`config.mk`:
```
export PLATFORM = sky130hd
export DESIGN_NAME = mf3_result_fifo
export DESIGN_NICKNAME = d
export VERILOG_FILES = /design/src/rtl/mf3_pkg.sv /design/src/rtl/mf3_result_fifo.sv
export SDC_FILE = /design/constraint.sdc
export NUM_CORES = 1
export LEC_CHECK = 0
export BUFFER_PORTS_ARGS = -buffer_cell sky130_fd_sc_hd__buf_2
export CORE_UTILIZATION = 50
export DETAILED_ROUTE_END_ITERATION = 12
export MAX_ROUTING_LAYER = met4
export PLACE_DENSITY_LB_ADDON = 0.08
export SLEW_MARGIN = 20
export SYNTH_ARGS = -nofsm -noshare
export SYNTH_HDL_FRONTEND = slang
export SYNTH_SLANG_ARGS = --single-unit
```
`constraint.sdc`:
```
create_clock -name clk -period 5.35 [get_ports clk]
set_input_delay 0 -clock clk [delete_from_list [all_inputs] [get_ports clk]]
set_output_delay 0 -clock clk [all_outputs]
set_load 0.05 [all_outputs]
```
`src/rtl/mf3_pkg.sv`:
```
// Shared types, constants and compare helpers for the 3x3 median filter.
package mf3_pkg;

    // Line store depth; widest row the block can take
    localparam int MAX_WIDTH = 2048;
    localparam int ADDR_W    = $clog2(MAX_WIDTH);

    // Configuration register width and register indexes
    localparam int CFG_W     = 12;
    localparam int CFG_IDX_W = 1;
    localparam logic [CFG_IDX_W-1:0] REG_LINE_WIDTH = CFG_IDX_W'(0);
    localparam logic [CFG_IDX_W-1:0] REG_ROW_COUNT  = CFG_IDX_W'(1);

    // Smallest frame dimension the filter handles
    localparam int MIN_DIM = 3;

    // Result queue; depth must be a power of two so the pointers wrap
    localparam int QUEUE_DEPTH = 8;
    localparam int QPTR_W      = $clog2(QUEUE_DEPTH);
    localparam int QCNT_W      = $clog2(QUEUE_DEPTH + 1);

    // Input item kinds
    localparam logic KIND_SAMPLE = 1'b0;
    localparam logic KIND_FLUSH  = 1'b1;

    typedef logic [7:0] pix_t;

    typedef struct packed {
        logic kind;
        pix_t sample;
    } item_t;

    typedef struct packed {
        pix_t filtered;
        logic run_last;
        logic frame_last;
    } result_t;

    // One window column: rows r-2, r-1, r
    typedef struct packed {
        pix_t top;
        pix_t mid;
        pix_t bot;
    } col_t;

    // The same column in ascending order
    typedef struct packed {
        pix_t lo;
        pix_t md;
        pix_t hi;
    } sorted_t;

    // One line store entry: the two previous rows at one column
    typedef struct packed {
        pix_t upper;
        pix_t middle;
    } line_pair_t;

    // Line store port controls
    typedef struct packed {
        logic              rd_en;
        logic [ADDR_W-1:0] rd_addr;
        logic              wr_en;
        logic [ADDR_W-1:0] wr_addr;
        line_pair_t        wr_data;
    } ls_ctl_t;

    // Up to two results pushed into the queue in one cycle
    typedef struct packed {
        logic [1:0] cnt;
        result_t    first;
        result_t    second;
    } q_push_t;

    // Per-request control carried down the pipeline
    typedef struct packed {
        logic       shift;
        logic       flush;
        logic       emit;
        logic       border;
        logic       row_end;
        logic       last;
        logic [1:0] nres;
    } pipe_ctl_t;

    // Three-way compare-exchange sort
    function automatic sorted_t sort3(input col_t c);
        pix_t x;
        pix_t y;
        pix_t z;
        pix_t t;
        sorted_t s;
        x = c.top;
        y = c.mid;
        z = c.bot;
        if (x > y)
        begin
            t = x; x = y; y = t;
        end
        if (y > z)
        begin
            t = y; y = z; z = t;
        end
        if (x > y)
        begin
            t = x; x = y; y = t;
        end
        s.lo = x;
        s.md = y;
        s.hi = z;
        return s;
    endfunction

    function automatic pix_t max3(input pix_t a, input pix_t b, input pix_t c);
        pix_t m;
        m = (a > b) ? a : b;
        return (m > c) ? m : c;
    endfunction

    function automatic pix_t min3(input pix_t a, input pix_t b, input pix_t c);
        pix_t m;
        m = (a < b) ? a : b;
        return (m < c) ? m : c;
    endfunction

    function automatic pix_t med3(input pix_t a, input pix_t b, input pix_t c);
        pix_t hi_ab;
        pix_t lo_ab;
        hi_ab = (a > b) ? a : b;
        lo_ab = (a > b) ? b : a;
        if (c >= hi_ab)
            return hi_ab;
        else if (c <= lo_ab)
            return lo_ab;
        else
            return c;
    endfunction

endpackage

```
`src/rtl/mf3_result_fifo.sv`:
```
// Result queue taking up to two results per cycle, one out per cycle.
module mf3_result_fifo (
    input  logic                      clk,
    input  logic                      rst_n,
    input  mf3_pkg::q_push_t          push,
    input  logic                      pop,
    output logic                      valid,
    output mf3_pkg::result_t          head,
    output logic [mf3_pkg::QCNT_W-1:0] count
);
    import mf3_pkg::*;

    result_t             mem [QUEUE_DEPTH];
    logic [QPTR_W-1:0]   wr_ptr_reg;
    logic [QPTR_W-1:0]   wr_ptr_next;
    logic [QPTR_W-1:0]   rd_ptr_reg;
    logic [QPTR_W-1:0]   rd_ptr_next;
    logic [QCNT_W-1:0]   count_reg;
    logic [QCNT_W-1:0]   count_next;
    logic [QPTR_W-1:0]   wr_ptr_inc;

    assign wr_ptr_inc = QPTR_W'(wr_ptr_reg + 1'b1);

    // storage
    always_ff @(posedge clk)
    begin
        if (push.cnt != 2'd0)
            mem[wr_ptr_reg] <= push.first;
        if (push.cnt == 2'd2)
            mem[wr_ptr_inc] <= push.second;
    end

    // pointer and fill count update
    always_comb
    begin
        wr_ptr_next = QPTR_W'(wr_ptr_reg + QPTR_W'(push.cnt));
        rd_ptr_next = QPTR_W'(rd_ptr_reg + QPTR_W'(pop));
        count_next  = QCNT_W'(count_reg + QCNT_W'(push.cnt) - QCNT_W'(pop));
    end

    always_ff @(posedge clk or negedge rst_n)
    begin
        if (!rst_n)
        begin
            wr_ptr_reg <= '0;
            rd_ptr_reg <= '0;
            count_reg  <= '0;
        end
        else
        begin
            wr_ptr_reg <= wr_ptr_next;
            rd_ptr_reg <= rd_ptr_next;
            count_reg  <= count_next;
        end
    end

    assign valid = (count_reg != '0);
    assign head  = mem[rd_ptr_reg];
    assign count = count_reg;

endmodule

```
==> metrics.cfg <==
[outcome]
outcome = finished, final reports clean

[global_route]
grt_pass1_vias = 2603
grt_usage = 0.226
grt_max_degree = 22
grt_overflow = 0
grt_pass1_wl_um = 15300
antenna_found_initial = 0

[routing]
drt_iter0_drc = 116
ant_nets = 0
routed-via-count = 2539
wl_per_cell_um = 22.7
first_pass_iters = 6
drt_wl_total_um = 9740
drc = 0
vias_per_cell = 5.92

[finish]
final_nets = 353
area.growth.synth_to_final_pct = 12.1
final_core_util = 0.588
largest_register_ffs = 80
antenna_cells = 0
layout.cells.non_filler = 429
drive_gt1_frac = 0.551
fin_area_um2 = 5230

[die]
die_w_um = 98.5
coreArea_um2 = 8890
start_util = 0.524
die_h_um = 98.5
row_count = 34
die-area_um2 = 9710
io-pin-count = 40

[clock_tree]
cts_tree = yes
cts_num_sinks = 90
cts_htree_levels = 3
postCtsHoldBufs = 3
cts-resized-gates = 0
cts_buffers = 9
root_buffer = clkbuf_8
clk_latency_ns = 0.35
clock_path_buffers = 2
cts_setup_buffers = 0
clk_pin_slew_ns = 0.09

[timing]
hold_slack_ns = 0.0246
hold_viol_final = 0
rsz0062_at_grt = no
slew_headroom = 0.265
min_period_over_period = 0.509
timing.final.max_slew_violations = 0
worst_pin_slew_ns = 1.10
final.setup.worst_slack_ns = 2.63
tns_ns = 0
setup_viol = 0
max_freq_ghz = 0.367
worst_clock_skew_ns = 0.00860
period_needed_ns = 2.72

[place]
dp_hpwl_um = 6230
dpl_cell_area_um2 = 4950
gp_routability_congestion = 0.746
dp_slack_ns = 2.63
dp.cells = 410
port_buffers = 39

[setup_path]
critical_path_class = reg2reg
arrival_ns = 2.70
cp-end-kind = flip-flop
cp.required_ns = 5.33
crit_fanout = 11
critPathLaunchType = flip-flop

[yosys]
ys.flop_type = edfxtp_1
synth_edf_count = 80
async_flop_share = 0.111
syn_nets = 309
synth.cell_area_um2 = 4660
postSynthCellCount = 272
yosysWarnings = 0
synth-seq-area-share = 0.569
ys_seq_elements = 90
postSynthAreaPerCell_um2 = 17.1
synth_cell_types = 30

[flow_run]
max-cap-violations = 0

[pwr]
power_mw = 3.10
ir_drop_uv = 339
power_density_nw_per_um2 = 593
p_leak_nw = 1.88

[hold_path]
worstHoldPathType = in2async

[cell type report]
type | instances | area, um^2
fill | 690 | 3670
inverter | 14 | 52.6
sequential | 90 | 2650
timing repair buffer | 45 | 248
multi-input combinational | 156 | 1900
clock inverter | 5 | 103
clock buffer | 11 | 131
tap | 108 | 135
[placed cells by master (no fill, tap or decap), drive strengths merged]
master       count
nor4b            1
o22ai            2
dfrtp           10
nor2             2
nand3            3
clkbuf          11
clkinvlp         1
buf             42
nor3b            1
xnor2            3
ha              10
edfxtp          80
nand2b           1
dlygate4sd3      3
o31ai            2
fa               2
xor2             3
inv             14
and4bb           1
nand4b           1
a21oi            1
clkinv           1
a21o             1
mux2            90
o21bai           1
o21ai            5
mux4            20
nand2            6
bufinv           3
[cells in the mapped netlist, drive strengths merged (2+ instances only)]
| cell type | number | share of area |
|---|---|---|
| buf | 12 | 0.019 |
| dfrtp | 10 | 0.054 |
| edfxtp | 80 | 0.52 |
| fa | 2 | 0.0086 |
| ha | 10 | 0.027 |
| inv | 14 | 0.011 |
| mux2 | 90 | 0.22 |
| mux4 | 20 | 0.097 |
| nand2 | 6 | 0.0048 |
| nand3 | 3 | 0.0043 |
| nor2 | 2 | 0.0027 |
| o21ai | 5 | 0.0054 |
| o22ai | 2 | 0.0027 |
| o31ai | 2 | 0.0032 |
| xnor2 | 3 | 0.0073 |
| xor2 | 3 | 0.0073 |
[final timing paths]
kind | from | end | slack (ns) | cells past startpoint
setup reg to reg | wr_ptr_reg[1] | mem[3][1] | 2.63 | 4
max in group asynchronous | rst_n | rd_ptr_reg[1] | 5.13 | 2
hold reg to reg | rd_ptr_reg[0] | rd_ptr_reg[0] | 0.50 | 1
min in group clk | push[0] | mem[7][0] | 0.05 | 2
setup / recovery | wr_ptr_reg[1] | mem[3][1] | 2.63 | 4
hold / removal | rst_n | wr_ptr_reg[2] | 0.02 | 2
[kinds of logic (layout without fill, tap and decap cells)]
family                   Yosys count  count (layout)  synth area share
AND/OR/NAND/NOR                   16              16            0.0212
flip-flops                        90              90             0.569
buffers and inverters             26              75            0.0298
multiplexers                     110             110             0.314
adder cells (fa/ha/maj)           12              12            0.0354
AO/OA/AOI/OAI                     12              12            0.0156
XOR/XNOR                           6               6            0.0145
[worst max-delay path, cell delays in order, from the launching register on]
cell     delay [ns]
dfrtp_1        0.47
ha_1           0.29
xnor2_2        0.31
nand3_1        0.53
o21ai_1        0.75
[where the power goes]
| part | total [mW] | internal [mW] | leakage (nW) | switching (mW) |
|---|---|---|---|---|
| combinational | 1.37 | 0.533 | 0.916 | 0.836 |
| sequential | 1.18 | 1.04 | 0.851 | 0.145 |
| clock | 0.544 | 0.310 | 0.114 | 0.234 |
| total | 3.10 | 1.88 | 1.88 | 1.21 |
[layer usage]
| metal | part of all wire | wire, um | vias up | GRT usage |
|---|---|---|---|---|
| met5 | 0 | 0 | - | - |
| met3 | 0.039 | 377 | 16 | 0.0475 |
| li1 | - | - | 1161 | - |
| met2 | 0.48 | 4680 | 60 | 0.352 |
| met4 | 0.029 | 282 | 0 | 0.0758 |
| met1 | 0.45 | 4390 | 1302 | 0.297 |
Note: power is estimated with default switching activity, not from simulation.
