**config.mk**
```make
export PLATFORM = sky130hd
export DESIGN_NAME = mf3_column_cell
export DESIGN_NICKNAME = d
export VERILOG_FILES = /design/src/rtl/mf3_pkg.sv /design/src/rtl/mf3_column_cell.sv
export SDC_FILE = /design/constraint.sdc
export NUM_CORES = 1
export LEC_CHECK = 0
export BUFFER_PORTS_ARGS = -buffer_cell sky130_fd_sc_hd__buf_2
export CAP_MARGIN = 15
export CORE_ASPECT_RATIO = 0.6
export CORE_MARGIN = 4
export CORE_UTILIZATION = 58
export CTS_CLUSTER_DIAMETER = 100
export CTS_CLUSTER_SIZE = 10
export DETAILED_ROUTE_END_ITERATION = 7
export PLACE_DENSITY = 0.95
export SYNTH_ARGS = -nofsm -noshare
export SYNTH_HDL_FRONTEND = slang
export SYNTH_SLANG_ARGS = --single-unit
```
**constraint.sdc**
```tcl
create_clock -name clk -period 1.3 [get_ports clk]
set_clock_uncertainty 0.1 [all_clocks]
set_input_delay 0.065 -clock clk [delete_from_list [all_inputs] [get_ports clk]]
set_output_delay 0.065 -clock clk [all_outputs]
set_load 0.02 [all_outputs]
```
**src/rtl/mf3_pkg.sv**
```systemverilog
// Shared types, constants and compare helpers for the 3x3 median filter.
package mf3_pkg;

    // Line store depth; widest row the block can take
    localparam int MAX_WIDTH = 2048;
    localparam int ADDR_W    = $clog2(MAX_WIDTH);

    // Configuration register width and register indexes
    localparam int CFG_W     = 12;
    localparam int CFG_IDX_W = 1;
    localparam logic [CFG_IDX_W-1:0] REG_LINE_WIDTH = CFG_IDX_W'(0);
    localparam logic [CFG_IDX_W-1:0] REG_ROW_COUNT  = CFG_IDX_W'(1);

    // Smallest frame dimension the filter handles
    localparam int MIN_DIM = 3;

    // Result queue; depth must be a power of two so the pointers wrap
    localparam int QUEUE_DEPTH = 8;
    localparam int QPTR_W      = $clog2(QUEUE_DEPTH);
    localparam int QCNT_W      = $clog2(QUEUE_DEPTH + 1);

    // Input item kinds
    localparam logic KIND_SAMPLE = 1'b0;
    localparam logic KIND_FLUSH  = 1'b1;

    typedef logic [7:0] pix_t;

    typedef struct packed {
        logic kind;
        pix_t sample;
    } item_t;

    typedef struct packed {
        pix_t filtered;
        logic run_last;
        logic frame_last;
    } result_t;

    // One window column: rows r-2, r-1, r
    typedef struct packed {
        pix_t top;
        pix_t mid;
        pix_t bot;
    } col_t;

    // The same column in ascending order
    typedef struct packed {
        pix_t lo;
        pix_t md;
        pix_t hi;
    } sorted_t;

    // One line store entry: the two previous rows at one column
    typedef struct packed {
        pix_t upper;
        pix_t middle;
    } line_pair_t;

    // Line store port controls
    typedef struct packed {
        logic              rd_en;
        logic [ADDR_W-1:0] rd_addr;
        logic              wr_en;
        logic [ADDR_W-1:0] wr_addr;
        line_pair_t        wr_data;
    } ls_ctl_t;

    // Up to two results pushed into the queue in one cycle
    typedef struct packed {
        logic [1:0] cnt;
        result_t    first;
        result_t    second;
    } q_push_t;

    // Per-request control carried down the pipeline
    typedef struct packed {
        logic       shift;
        logic       flush;
        logic       emit;
        logic       border;
        logic       row_end;
        logic       last;
        logic [1:0] nres;
    } pipe_ctl_t;

    // Three-way compare-exchange sort
    function automatic sorted_t sort3(input col_t c);
        pix_t x;
        pix_t y;
        pix_t z;
        pix_t t;
        sorted_t s;
        x = c.top;
        y = c.mid;
        z = c.bot;
        if (x > y)
        begin
            t = x; x = y; y = t;
        end
        if (y > z)
        begin
            t = y; y = z; z = t;
        end
        if (x > y)
        begin
            t = x; x = y; y = t;
        end
        s.lo = x;
        s.md = y;
        s.hi = z;
        return s;
    endfunction

    function automatic pix_t max3(input pix_t a, input pix_t b, input pix_t c);
        pix_t m;
        m = (a > b) ? a : b;
        return (m > c) ? m : c;
    endfunction

    function automatic pix_t min3(input pix_t a, input pix_t b, input pix_t c);
        pix_t m;
        m = (a < b) ? a : b;
        return (m < c) ? m : c;
    endfunction

    function automatic pix_t med3(input pix_t a, input pix_t b, input pix_t c);
        pix_t hi_ab;
        pix_t lo_ab;
        hi_ab = (a > b) ? a : b;
        lo_ab = (a > b) ? b : a;
        if (c >= hi_ab)
            return hi_ab;
        else if (c <= lo_ab)
            return lo_ab;
        else
            return c;
    endfunction

endpackage

```
**src/rtl/mf3_column_cell.sv**
```systemverilog
// One window column cell: holds a raw column and its sorted form.
module mf3_column_cell (
    input  logic              clk,
    input  logic              rst_n,
    input  logic              shift,
    input  mf3_pkg::col_t     col_in,
    output mf3_pkg::col_t     col,
    output mf3_pkg::sorted_t  srt
);
    import mf3_pkg::*;

    col_t    col_reg;
    sorted_t srt_reg;
    sorted_t srt_next;

    // sort the column as it enters
    always_comb
    begin
        srt_next = sort3(col_in);
    end

    // take the neighbour's column on every shift
    always_ff @(posedge clk or negedge rst_n)
    begin
        if (!rst_n)
        begin
            col_reg <= '0;
            srt_reg <= '0;
        end
        else if (shift)
        begin
            col_reg <= col_in;
            srt_reg <= srt_next;
        end
    end

    assign col = col_reg;
    assign srt = srt_reg;

endmodule

```
==> results of run 1 <==
-- timing repair --
| action | 4_1_cts |
|---|---|
| endpoints found under the hold margin | 68 |
| setup buffers | 16 |
| pin swaps | 21 |
| gates cloned | 3 |
| hold buffers | 16 |
| resized for setup | 36 |
| setup endpoints to repair | 24 |
-- synthesized netlist by cell type, types with 2 or more instances --
library cell,number,area [um2]
dfrtp_1,48,1200
inv_1,31,116
ha_1,24,300
mux2_2,24,270
a21oi_1,20,100
o21ai_0,15,75.1
nand2b_1,14,87.6
nor3_1,14,70.1
o221ai_1,14,123
o22ai_1,9,56.3
nand3_1,8,40.0
or2_2,8,50.1
clkbuf_1,7,26.3
nand2_1,7,26.3
o31ai_2,7,87.6
a21boi_0,6,45.0
nor2_1,4,15.0
and4_1,3,26.3
buf_2,3,15.0
buf_6,3,33.8
nand4_1,3,18.8
a21o_1,2,15.0
a31oi_1,2,12.5
and2_1,2,12.5
and3_1,2,12.5
buf_1,2,7.51
nor2b_1,2,12.5
-- through the flow --
| step | hold slack, ns | utilization |
|---|---|---|
| after floorplan | -0.331 | - |
| after global placement | -0.0354 | 0.844 |
| after detailed placement | -0.0311 | 0.844 |
| after CTS | 0.00408 | 0.968 |
-- cell families after synthesis --
kind of cell,share of synthesized area
adders and majority gates,0.0992
muxes,0.0926
buffers and inverters,0.0682
and+or+nand+nor,0.139
AOI/OAI and AO/OA,0.204
DFF,0.397
==> reports/metrics.csv, run 1 <==
stage,metric,value,unit
clock_network,ctsHtreeMaxLevel,2,
clock_network,cts-buffers-inserted,5,
floorplanning,fp.dieH,64.0,um
floorplanning,fp-row-count,20,
sta,worst-endpoint-pin-kind,sequential cell input,
yosys,syn_area_per_cell,10.1,um2
clock_network,clock_sinks,48,
yosys,synth_seq_area_share,0.397,
placed_design,routabilityCongestion,1.00,
placed_design,hpwl,7470,um
yosys,synth_cells,301,
yosys,yosys_warnings,0,
yosys,synth_ff_type,dfrtp_1,
yosys,synth_enable_flop_cells,0,
yosys,ys_types,44,
floorplanning,start_util,0.599,
placed_design,dp.cells,498,
yosys,syn-cell-area,3030,um2
clock_network,cts-root-buf,clkbuf_8,
yosys,synthesis.nets,352,
clock_network,cts_buffer_depth,2,
floorplanning,die_w,101,um
floorplanning,num_io_pins,75,
yosys,ys_ff_latch,48,
placed_design,dp_slack,-3.33,ns
status,error,"[ERROR DPL-0038] Utilization greater than 100%, impossible to legalize",
sta,worst_endpoint,srt[19]$_DFFE_PN0P_/D,
yosys,async_reset_ff_frac,1.00,
placed_design,dpl_cell_area,4260,um2
status,lastStage,5_1_grt,
global_routing,grt_max_degree,49,
placed_design,port_buffers,74,
status,status,aborted with a tool error,
==> run 2, diff against run 1 <==
--- a/config.mk
+++ b/config.mk
@@ -7,13 +7,10 @@
 export LEC_CHECK = 0
 export BUFFER_PORTS_ARGS = -buffer_cell sky130_fd_sc_hd__buf_2
 export CAP_MARGIN = 15
-export CORE_ASPECT_RATIO = 0.6
 export CORE_MARGIN = 4
-export CORE_UTILIZATION = 58
-export CTS_CLUSTER_DIAMETER = 100
-export CTS_CLUSTER_SIZE = 10
+export CORE_UTILIZATION = 40
 export DETAILED_ROUTE_END_ITERATION = 7
-export PLACE_DENSITY = 0.95
+export PLACE_DENSITY_LB_ADDON = 0.15
 export SYNTH_ARGS = -nofsm -noshare
 export SYNTH_HDL_FRONTEND = slang
 export SYNTH_SLANG_ARGS = --single-unit
==> reports/metrics.csv, run 2 <==
stage,metric,value,unit
status,status,finished with violations,
status,violations,setup timing,
yosys,synth_largest_area_cell,dfrtp_1,
floorplanning,die_w,95.0,um
sta,tightest_slew,0.264,ns
routing,drtAntennaViolNets,0,
placed_design,port_buffers,74,
clock_network,clk_pin_slew,0.10,ns
final_layout,drive_gt1_frac,0.624,
final_layout,final_cell_count_no_fill,580,
sta,hold_viol,0,
global_routing,grt_pass1_wl,15100,um
yosys,yosys_warnings,0,
sta,relSlewSlack,0.819,
routing,totalWireLength,9660,um
sta,drv_slew,0,
routing,drtIter0Drc,119,
setup_path,criticalPathCategory,primary input to register,
routing,wl_per_cell,16.7,um
placed_design,routabilityCongestion,0.921,
power,vdd_drop_max,0.545,mV
power,p_seq_frac,0.297,
sta,holdWs,0.00269,ns
power,power.share.clock,0.133,
power,p_switching,2.78,mW
yosys,ys_ff_latch,48,
floorplanning,die_area,9020,um2
setup_path,max_stage_delay,0.32,ns
global_routing,grt_use_total,0.214,
setup_path,crit_chain,"buf_12, inv_16, ha_4, nor2b_4, o211a_4, buf_6, o211a_4, nor3_4, or2_4, ha_4, a211oi_2, nor2_2, o31a_1, and2_4, o31ai_4, ha_4, buf_4, a2bb2oi_2, a21oi_2, o22a_1, nand2_2, clkbuf_16, o221ai_2",
global_routing,antenna_found_initial,0,
yosys,ys_top_cells_by_count,"48 x dfrtp_1, 31 x inv_1, 24 x ha_1, 24 x mux2_2, 20 x a21oi_1",
yosys,yosysMostFrequentCell,dfrtp_1,
setup_path,crit_cells,23,
final_layout,most-common-layout-cells,"83 x buf_4, 71 x buf_2, 48 x dfrtp_1, 26 x inv_1, 24 x mux2_2",
yosys,synth_cells,301,
global_routing,grt_pass1_vias,3043,
final_layout,diodes,0,
clock_network,cts_tree,yes,
power,sw_frac_of_total,0.407,
yosys,synth_top_cells_by_area,"dfrtp_1 40%, ha_1 9.9%, mux2_2 8.9%, o221ai_1 4.1%, inv_1 3.8%",
routing,drtPass1Iterations,4,
routing,vias,2996,
placed_design,dp.cells,535,
setup_path,cp_max_fo,7,
power,finalPower,6.83,mW
global_routing,grt_max_degree,49,
routing,drc,0,
setup_path,slowest_stage,o31ai_4,
global_routing,gr-total-overflow,0,
sta,fin_crit_sh,3.11,
power,p_leak,2.39,nW
final_layout,fin_area,5160,um2
placed_design,dpl_cell_area,4320,um2
yosys,async_reset_ff_frac,1.00,
hold_path,min-delay-path-class,primary input to register,
final_layout,fin_nets,531,
setup_path,worstSetupEndpointType,register,
power,intPower,4.05,mW
power,comb_power_share,0.570,
clock_network,cts-buffers-inserted,5,
yosys,ys_types,44,
hold_path,hold-path-cell-count,3,
clock_network,clock_sinks,48,
floorplanning,num_io_pins,75,
yosys,synth_enable_flop_cells,0,
placed_design,hpwl,6630,um
clock_network,cts-root-buf,clkbuf_8,
setup_path,cp_top_family,compound AO/OA/AOI/OAI gates,
floorplanning,start_util,0.415,
floorplanning,fp-row-count,31,
final_layout,n_fill_cell,563,
sta,period_minus_slack,4.05,ns
yosys,syn_area_per_cell,10.1,um2
yosys,syn-cell-area,3030,um2
setup_path,path_buf_inv,5,
setup_path,startpoint_type,primary input,
sta,max_clock_freq,247,MHz
yosys,synth_top_area_frac,0.397,
yosys,synthesis.nets,352,
setup_path,cp.required,1.39,ns
floorplanning,fp.dieH,95.0,um
yosys,synth_ff_type,dfrtp_1,
run,drv_cap,0,
clock_network,ctsHtreeMaxLevel,2,
clock_network,cts_buffer_depth,2,
setup_path,crit_arrival,4.14,ns
setup_path,reg2reg_depth,1,
routing,viasPerCell,5.17,
sta,worst_slack,-2.75,ns
final_layout,syn_to_final_growth,70.6,%
setup_path,critPathMostFrequentCell,ha_4,
yosys,synth_seq_area_share,0.397,
sta,setup-violations-final,24,
clock_network,clkLatencyLatePin,0.30,ns
sta,rsz0062_at_grt,yes,
final_layout,layout_commonest_cell,buf_4,
floorplanning,coreArea,7290,um2
power,powerDensity,1320,nW/um2
-- run 2: per-stage QoR --
| step | setup TNS, ns | setup slack (ns) | utilization |
|---|---|---|---|
| floorplan | -59.26 | -2.90 | - |
| global placement | -65.87 | -3.07 | 0.593 |
| detailed placement | -66.93 | -3.15 | 0.593 |
| CTS | -54.71 | -2.65 | 0.666 |
| global route | -58.86 | -2.90 | 0.708 |
| finish | -55.66 | -2.75 | 0.708 |
-- run 2: power groups by stage --
stage | sequential (mW) | combinational [mW] | clock, mW
after global placement | 2.05 | 3.14 | 0
after CTS | 2.03 | 3.48 | 0.944
after floorplan | 2.51 | 1.55 | 0
after global routing | 2.08 | 4.18 | 1.02
after detailed placement | 2.05 | 3.19 | 0
final | 2.03 | 3.89 | 0.912
-- run 2: cell type report --
cell class,count,area (um2),share of cell area
timing repair buffer,186,1390,0.269
multi-input combinational,208,2230,0.431
clock buffer,5,68.8,0.0133
tap,99,124,0.0240
sequential,48,1200,0.233
inverter,31,133,0.0257
clock inverter,3,18.8,0.00363
-- run 2: cell families after synthesis --
group,after synthesis,share of synthesized area
DFF,48,0.397
adders and majority gates,24,0.0992
and+or+nand+nor,72,0.139
AOI/OAI and AO/OA,85,0.204
muxes,25,0.0926
buffers and inverters,47,0.0682
-- run 2: path summary, 6_finish.rpt --
check                           startpoint  endpoint  slack [ns]
worst max-delay path             col_in[9]    srt[9]       -2.75
max in group asynchronous            rst_n   col[19]        0.71
worst min-delay path             col_in[3]    col[3]       0.003
min in group asynchronous            rst_n   srt[14]        0.17
worst min register to register     srt[23]   srt[23]        0.40
worst max register to register     col[19]   col[19]        0.42
-- run 2: timing repair --
item,CTS,global route
hold buffers,13,2
pin swaps,20,13
cloned,2,1
gates resized for setup,36,41
setup endpoints to repair,24,44
setup buffers,11,9
hold endpoints to repair,68,2
-- run 2: layer usage --
layer | part of all wire | vias up | track usage
li1 | - | 1475 | -
met5 | 0 | - | 0
met4 | 0.024 | 0 | 0.0661
met3 | 0.038 | 23 | 0.0486
met2 | 0.52 | 67 | 0.362
met1 | 0.42 | 1431 | 0.271
Note: power is estimated with default switching activity, not from simulation.
